## src/rtl/mcmp_pkg.sv

```systemverilog
// Shared types and constants for the MIDI channel message parser.
// No dependencies; read by the interface file and the top level.
`default_nettype none

package mcmp_pkg;

    localparam int unsigned ByteW    = 8;
    localparam int unsigned DataW    = 7;
    localparam int unsigned NibbleW  = 4;
    localparam int unsigned KindW    = 3;
    localparam int unsigned KindN    = 7;
    localparam int unsigned FilterW  = 16;
    localparam int unsigned CfgIdxW  = 2;
    localparam int unsigned CfgDataW = 16;

    localparam logic [FilterW-1:0] FilterReset = 16'hFFFF;

    // Configuration register indexes
    localparam logic [CfgIdxW-1:0] RegChannelFilter = 2'd0;
    localparam logic [CfgIdxW-1:0] RegThruEnable    = 2'd1;
    localparam logic [CfgIdxW-1:0] RegKindEnable    = 2'd2;

    // Command nibbles of status bytes
    localparam logic [NibbleW-1:0] CmdNoteOff  = 4'h8;
    localparam logic [NibbleW-1:0] CmdProgram  = 4'hC;
    localparam logic [NibbleW-1:0] CmdPressure = 4'hD;
    localparam logic [NibbleW-1:0] CmdSystem   = 4'hF;

    typedef enum logic [3:0] {
        PHASE_STATUS = 4'b0001,
        PHASE_DATA1  = 4'b0010,
        PHASE_DATA2  = 4'b0100,
        PHASE_DONE   = 4'b1000
    } phase_t;

endpackage

`default_nettype wire

```

## src/rtl/mcmp_if.sv

```systemverilog
// Valid/ready channel interfaces for the MIDI channel message parser.
// Depends on mcmp_pkg for field widths.
`default_nettype none

interface mcmp_in_if;
    logic                         valid;
    logic                         ready;
    logic [mcmp_pkg::ByteW-1:0]   byte_in;

    modport source (output valid, output byte_in, input ready);
    modport sink   (input valid, input byte_in, output ready);
endinterface

interface mcmp_out_if;
    logic                         valid;
    logic                         ready;
    logic                         msg_valid;
    logic [mcmp_pkg::KindW-1:0]   msg_kind;
    logic [mcmp_pkg::NibbleW-1:0] msg_channel;
    logic [mcmp_pkg::DataW-1:0]   data_first;
    logic [mcmp_pkg::DataW-1:0]   data_second;
    logic                         thru_valid;
    logic [mcmp_pkg::ByteW-1:0]   thru_byte;

    modport source (output valid, output msg_valid, output msg_kind, output msg_channel,
                    output data_first, output data_second, output thru_valid,
                    output thru_byte, input ready);
    modport sink   (input valid, input msg_valid, input msg_kind, input msg_channel,
                    input data_first, input data_second, input thru_valid,
                    input thru_byte, output ready);
endinterface

`default_nettype wire

```

## src/rtl/midi_channel_message_parser_top.sv

```systemverilog
// MIDI channel message parser: one received byte in, one result item out, per cycle.
// A byte is taken every cycle while the result register is empty or being drained, and
// its result is shown in the next cycle; the parse state and the result register are
// the only stages, so throughput is one item per clock while out_ch.ready is high.
// There is no running status: after a message completes, data bytes are ignored
// until the next status byte. Depends on mcmp_pkg and the interfaces in mcmp_if.sv.
`default_nettype none

module midi_channel_message_parser_top (
    input  wire logic                            clk,
    input  wire logic                            rst_n,
    input  wire logic                            cfg_write,
    input  wire logic [mcmp_pkg::CfgIdxW-1:0]    cfg_index,
    input  wire logic [mcmp_pkg::CfgDataW-1:0]   cfg_data,
    mcmp_in_if.sink                              in_ch,
    mcmp_out_if.source                           out_ch
);

    logic [mcmp_pkg::FilterW-1:0]  filter_reg;
    logic                          thru_en_reg;
    logic [mcmp_pkg::KindN-1:0]    kind_en_reg;

    mcmp_pkg::phase_t              phase_reg, phase_next;
    logic [mcmp_pkg::NibbleW-1:0]  cmd_reg, cmd_next;
    logic [mcmp_pkg::NibbleW-1:0]  chan_reg, chan_next;
    logic [mcmp_pkg::DataW-1:0]    first_reg, first_next;

    logic                          out_valid_reg;
    logic                          msg_valid_reg, msg_valid_next;
    logic [mcmp_pkg::KindW-1:0]    kind_reg, kind_next;
    logic [mcmp_pkg::NibbleW-1:0]  msg_chan_reg, msg_chan_next;
    logic [mcmp_pkg::DataW-1:0]    d1_reg, d1_next;
    logic [mcmp_pkg::DataW-1:0]    d2_reg, d2_next;
    logic                          thru_valid_reg, thru_valid_next;
    logic [mcmp_pkg::ByteW-1:0]    thru_byte_reg, thru_byte_next;

    logic                          accept;
    logic                          done;
    logic [mcmp_pkg::KindW-1:0]    kind;
    logic [mcmp_pkg::DataW-1:0]    d1, d2;
    logic [mcmp_pkg::DataW-1:0]    data;
    logic [mcmp_pkg::NibbleW-1:0]  byte_cmd, byte_chan;

    assign in_ch.ready = !out_valid_reg || out_ch.ready;
    assign accept      = in_ch.valid && in_ch.ready;

    assign data      = in_ch.byte_in[mcmp_pkg::DataW-1:0];
    assign byte_cmd  = in_ch.byte_in[mcmp_pkg::ByteW-1:mcmp_pkg::NibbleW];
    assign byte_chan = in_ch.byte_in[mcmp_pkg::NibbleW-1:0];
    // Commands reaching a data phase are 0x8..0xE, so the kind is the command minus 0x8
    assign kind      = mcmp_pkg::KindW'(cmd_reg - mcmp_pkg::CmdNoteOff);

    // Configuration
    always_ff @(posedge clk or negedge rst_n)
    begin
        if (!rst_n)
        begin
            filter_reg  <= mcmp_pkg::FilterReset;
            thru_en_reg <= 1'b0;
            kind_en_reg <= '0;
        end
        else if (cfg_write)
        begin
            unique case (cfg_index)
                mcmp_pkg::RegChannelFilter: filter_reg  <= cfg_data[mcmp_pkg::FilterW-1:0];
                mcmp_pkg::RegThruEnable:    thru_en_reg <= cfg_data[0];
                mcmp_pkg::RegKindEnable:    kind_en_reg <= cfg_data[mcmp_pkg::KindN-1:0];
                default: ;
            endcase
        end
    end

    // Parse step
    always_comb
    begin
        phase_next = phase_reg;
        cmd_next   = cmd_reg;
        chan_next  = chan_reg;
        first_next = first_reg;
        done       = 1'b0;
        d1         = '0;
        d2         = '0;
        if (in_ch.byte_in[mcmp_pkg::ByteW-1])
        begin
            // Status byte restarts parsing, even on a blocked channel
            cmd_next  = byte_cmd;
            chan_next = byte_chan;
            if (filter_reg[byte_chan])
                phase_next = (byte_cmd == mcmp_pkg::CmdSystem) ? mcmp_pkg::PHASE_DONE
                                                                : mcmp_pkg::PHASE_DATA1;
            else
                phase_next = mcmp_pkg::PHASE_STATUS;
        end
        else
        begin
            unique case (phase_reg)
                mcmp_pkg::PHASE_DATA1:
                begin
                    first_next = data;
                    if (cmd_reg == mcmp_pkg::CmdProgram || cmd_reg == mcmp_pkg::CmdPressure)
                    begin
                        done       = 1'b1;
                        d1         = data;
                        phase_next = mcmp_pkg::PHASE_DONE;
                    end
                    else
                        phase_next = mcmp_pkg::PHASE_DATA2;
                end
                mcmp_pkg::PHASE_DATA2:
                begin
                    done       = 1'b1;
                    d1         = first_reg;
                    d2         = data;
                    phase_next = mcmp_pkg::PHASE_DONE;
                end
                default: ;  // awaiting status or done: drop the byte
            endcase
        end
    end

    always_comb
    begin
        msg_valid_next  = done && kind_en_reg[kind];
        kind_next       = msg_valid_next ? kind : '0;
        msg_chan_next   = msg_valid_next ? chan_reg : '0;
        d1_next         = msg_valid_next ? d1 : '0;
        d2_next         = msg_valid_next ? d2 : '0;
        thru_valid_next = thru_en_reg;
        thru_byte_next  = thru_en_reg ? in_ch.byte_in : '0;
    end

    always_ff @(posedge clk or negedge rst_n)
    begin
        if (!rst_n)
        begin
            phase_reg     <= mcmp_pkg::PHASE_STATUS;
            cmd_reg       <= '0;
            chan_reg      <= '0;
            first_reg     <= '0;
            out_valid_reg <= 1'b0;
        end
        else
        begin
            if (accept)
            begin
                phase_reg <= phase_next;
                cmd_reg   <= cmd_next;
                chan_reg  <= chan_next;
                first_reg <= first_next;
            end
            // Hold the result until taken; refill in the same cycle it drains
            if (accept)
                out_valid_reg <= 1'b1;
            else if (out_ch.ready)
                out_valid_reg <= 1'b0;
        end
    end

    always_ff @(posedge clk)
    begin
        if (accept)
        begin
            msg_valid_reg  <= msg_valid_next;
            kind_reg       <= kind_next;
            msg_chan_reg   <= msg_chan_next;
            d1_reg         <= d1_next;
            d2_reg         <= d2_next;
            thru_valid_reg <= thru_valid_next;
            thru_byte_reg  <= thru_byte_next;
        end
    end

    assign out_ch.valid       = out_valid_reg;
    assign out_ch.msg_valid   = msg_valid_reg;
    assign out_ch.msg_kind    = kind_reg;
    assign out_ch.msg_channel = msg_chan_reg;
    assign out_ch.data_first  = d1_reg;
    assign out_ch.data_second = d2_reg;
    assign out_ch.thru_valid  = thru_valid_reg;
    assign out_ch.thru_byte   = thru_byte_reg;

endmodule

`default_nettype wire
```

## src/flat_wrapper.sv

```systemverilog
// flat-port wrapper written by rule: the top's interface ports become plain ports
module midi_channel_message_parser_top_flat 
  (clk, rst_n, cfg_write, cfg_index, cfg_data, in_ch_valid, in_ch_byte_in, in_ch_ready, out_ch_valid, out_ch_msg_valid, out_ch_msg_kind, out_ch_msg_channel, out_ch_data_first, out_ch_data_second, out_ch_thru_valid, out_ch_thru_byte, out_ch_ready);
  mcmp_in_if in_ch_i ();
  mcmp_out_if out_ch_i ();
  input  wire logic clk;
  input  wire logic rst_n;
  input  wire logic cfg_write;
  input  wire logic [mcmp_pkg::CfgIdxW-1:0] cfg_index;
  input  wire logic [mcmp_pkg::CfgDataW-1:0] cfg_data;
  input wire logic [$bits(in_ch_i.valid)-1:0] in_ch_valid;
  input wire logic [$bits(in_ch_i.byte_in)-1:0] in_ch_byte_in;
  output wire logic [$bits(in_ch_i.ready)-1:0] in_ch_ready;
  output wire logic [$bits(out_ch_i.valid)-1:0] out_ch_valid;
  output wire logic [$bits(out_ch_i.msg_valid)-1:0] out_ch_msg_valid;
  output wire logic [$bits(out_ch_i.msg_kind)-1:0] out_ch_msg_kind;
  output wire logic [$bits(out_ch_i.msg_channel)-1:0] out_ch_msg_channel;
  output wire logic [$bits(out_ch_i.data_first)-1:0] out_ch_data_first;
  output wire logic [$bits(out_ch_i.data_second)-1:0] out_ch_data_second;
  output wire logic [$bits(out_ch_i.thru_valid)-1:0] out_ch_thru_valid;
  output wire logic [$bits(out_ch_i.thru_byte)-1:0] out_ch_thru_byte;
  input wire logic [$bits(out_ch_i.ready)-1:0] out_ch_ready;
  assign in_ch_i.valid = in_ch_valid;
  assign in_ch_i.byte_in = in_ch_byte_in;
  assign in_ch_ready = in_ch_i.ready;
  assign out_ch_valid = out_ch_i.valid;
  assign out_ch_msg_valid = out_ch_i.msg_valid;
  assign out_ch_msg_kind = out_ch_i.msg_kind;
  assign out_ch_msg_channel = out_ch_i.msg_channel;
  assign out_ch_data_first = out_ch_i.data_first;
  assign out_ch_data_second = out_ch_i.data_second;
  assign out_ch_thru_valid = out_ch_i.thru_valid;
  assign out_ch_thru_byte = out_ch_i.thru_byte;
  assign out_ch_i.ready = out_ch_ready;
  midi_channel_message_parser_top u_core (.clk(clk), .rst_n(rst_n), .cfg_write(cfg_write), .cfg_index(cfg_index), .cfg_data(cfg_data), .in_ch(in_ch_i), .out_ch(out_ch_i));
endmodule
```

## config.mk

```make
export PLATFORM = sky130hd
export DESIGN_NAME = midi_channel_message_parser_top_flat
export DESIGN_NICKNAME = d
export VERILOG_FILES = /design/src/rtl/mcmp_pkg.sv /design/src/rtl/mcmp_if.sv /design/src/rtl/midi_channel_message_parser_top.sv /design/src/flat_wrapper.sv
export SDC_FILE = /design/constraint.sdc
export NUM_CORES = 1
export LEC_CHECK = 0
export ABC_CLOCK_PERIOD_IN_PS = 1900
export BUFFER_PORTS_ARGS = -buffer_cell sky130_fd_sc_hd__buf_2
export CORE_MARGIN = 8
export CORE_UTILIZATION = 49
export DETAILED_ROUTE_END_ITERATION = 6
export GPL_TIMING_DRIVEN = 0
export PLACE_DENSITY = 0.75
export SKIP_CTS_REPAIR_TIMING = 1
export SLEW_MARGIN = 0
export SYNTH_ARGS = -nofsm -noshare
export SYNTH_HDL_FRONTEND = slang
export SYNTH_SLANG_ARGS = --single-unit
```

## constraint.sdc

```tcl
create_clock -name clk -period 1.9 [get_ports clk]
set_input_delay 0.285 -clock clk [delete_from_list [all_inputs] [get_ports clk]]
set_output_delay 0.285 -clock clk [all_outputs]
set_load 0.02 [all_outputs]
```

==> out/results.txt <==
Seq pwr share = 0.530
worst r2r dst = u_core.cmd_reg[0]
Crit Path Max Fanout = 18
Ys Warns = 0
initial antenna violation count = 0
share of layout cells above drive strength 1 = 0.520
internal power = 2.97 mW
routed vias = 1993
antenna-violating nets left = 0
CTS root buffer = clkbuf_8
DRC viols = 0
slew margin rel. = 0.374
setup violators final = 0
Register-to-Register Path Depth = 6
P_sw = 1.09 mW
Fmax = 557 MHz
Worst-Margin Slew = 0.939 ns
clk_skew = 0.00586 ns
Die Height = 96.9 um
Syn Inst Count = 219
critical path arrival = 2.03 ns
diodes inserted = 0
Period Utilization, post-route = 0.945
worst path required time = 2.13 ns
Buffers on Ports = 63
hpwl dp = 4360 um
Fin Setup TNS = 0 ns
max-slew violation count = 0
register area share after synthesis = 0.641
Clock Sinks = 75
Syn Nets = 250
WL per Instance = 16.9 um
first-pass GRT wire length = 10300 um
TritonCTS clock tree = done
Placer Congestion = 0.762
HP Class = in2async
maxcap violations = 0
largest net degree at the start of global routing = 45
number of synthesized flops with an enable pin = 31
leak pwr = 1.64 nW
Combinational Power Share = 0.183
min Tclk post-route = 1.80 ns
number of global-route vias before repair = 2059
Final Hold Vio Count = 0
max reg flops = 16
Congestion Overflow GR = 0
Die X = 96.9 um
# rows = 29
CP endpoint = u_core.cmd_reg[0]
Clock Latency Late Sink = 0.35 ns
DR pass1 iterations = 4
CTS Buffer Depth = 2
R2R Path Start = u_core.out_ch.valid
outcome = finished, final reports clean
total CTS buffers = 9
clock network fraction of total power = 0.286
die footprint = 9390 um^2
Sw Share = 0.268
CP Launch Point = u_core.out_ch.valid
PwrDens = 1050 nW/um^2
Initial Util = 0.505
layout net count = 328
Finished Layout Cells = 379
post-layout utilization of the core = 0.608
peak supply drop = 538 uV
placed insts = 359
Vias/cell = 5.26
P&R area growth vs syn = 20.5%
Mapped Area = 3210 um^2
CP Launch Type = register
Reg clk slew, reported paths = 0.08 ns
GR Util All Layers = 0.138
#FFs+latches synth = 75
Distinct cells, synth = 38
WS Path Type = reg2reg
core area = 6350 um^2
reg-to-reg slack, setup = 0.10 ns
Synth Area per Inst = 14.6 um^2
async set-reset flop share out of synthesis = 0.587
Top FF cell, synth = edfxtp_1
crit path capture type = register
Ports = 64
final wirelength = 6390 um
total power draw = 4.06 mW
unrepaired setup endpoints after global routing = false
H-tree Lvls = 3
drt first-iter violations = 139
==> cells by family (layout without fill, tap and decap cells) <==
| family | count (synthesis) | in the layout | share of synthesized area |
|---|---|---|---|
| DFF | 75 | 75 | 0.641 |
| AOI/OAI and AO/OA | 23 | 23 | 0.0519 |
| and+or+nand+nor | 66 | 66 | 0.121 |
| muxes | 46 | 46 | 0.173 |
| buffers and inverters | 9 | 92 | 0.0137 |
==> layout by cell type, fill, tap and decap left out, types with 2 or more instances in the layout <==
master    count
o21ai_0       3
buf_2        64
buf_6         2
nand2_2       2
mux2_2       41
buf_4         3
dfstp_2      17
clkinv_2      5
nand2b_1      6
mux4_2        2
clkbuf_1      3
edfxtp_1     31
inv_1         2
and2_1       23
nor2b_1       2
nand2_1       4
dfrtp_1      26
clkbuf_8      9
nand3b_1      4
a22oi_1       8
mux2i_1       2
nor2_1       16
==> metal layers <==
metal,track usage,part of all wire
met1,0.174,0.47
met2,0.205,0.45
met3,0.0533,0.065
met4,0.0604,0.016
met5,0,0
==> Yosys cell counts (2+ instances only) <==
library cell   n  area [um^2]
mux2i_1        2         20.0
edfxtp_1      31          931
mux4_2         2         45.0
nand3b_1       4         30.0
and2_1        23          144
mux2_2        41          462
o21ai_0        3         15.0
nand2_1        6         22.5
nor2b_1        2         12.5
buf_2          2         10.0
inv_1          3         11.3
dfstp_2       17          447
a22oi_1        8         60.1
nand2b_1       7         43.8
nor2_1        17         63.8
clkbuf_1       3         11.3
dfrtp_1       27          676
==> area by class of cell <==
cell class	count	area (um^2)
Sequential cell	75	2050
Tap cell	77	96.3
Fill cell	503	2490
Inverter	3	15.0
Multi-Input combinational cell	135	1130
Clock buffer	9	124
Clock inverter	7	58.8
Buffer	6	38.8
Timing Repair inverter	1	5.00
Timing Repair Buffer	66	338
==> stage by stage <==
step                      instance area, um^2  setup WS, ns  hold slack, ns
final                                    3860         0.105          0.0720
after global routing                     3860       0.00274           0.161
after CTS                                3820        -0.165           0.119
after detailed placement                 3640        -0.241           0.462
after global placement                   3640        -0.204           0.452
after floorplan                          3230       0.00623         -0.0106
==> worst min path at each step <==
stage                       from               endpoint  slack (ns)
2_1_floorplan              rst_n     u_core.chan_reg[0]       -0.01
3_3_place_gp   u_core.cmd_reg[3]      u_core.cmd_reg[3]        0.45
3_5_place_dp   u_core.cmd_reg[3]      u_core.cmd_reg[3]        0.46
4_1_cts                    rst_n    u_core.out_ch.valid        0.12
5_1_grt             cfg_data[12]  u_core.filter_reg[12]        0.16
6_report                   rst_n    u_core.out_ch.valid        0.07
==> worst max-delay path, cell delays in order (launching register included) <==
cell and delay (ns):
dfrtp_2 0.38, nand2b_4 0.06, nand2_2 0.15, clkinvlp_4 0.39
nand2_2 0.20, buf_6 0.16, mux2_2 0.33
==> power by group through the flow <==
stage	sequential, mW	clock [mW]	combinational (mW)
after global routing	2.19	1.25	0.813
after global placement	2.17	0	0.679
after detailed placement	2.18	0	0.703
after floorplan	2.19	0	0.469
after CTS	2.15	1.18	0.706
final	2.15	1.16	0.743
Power figures use the tool's default switching activity.
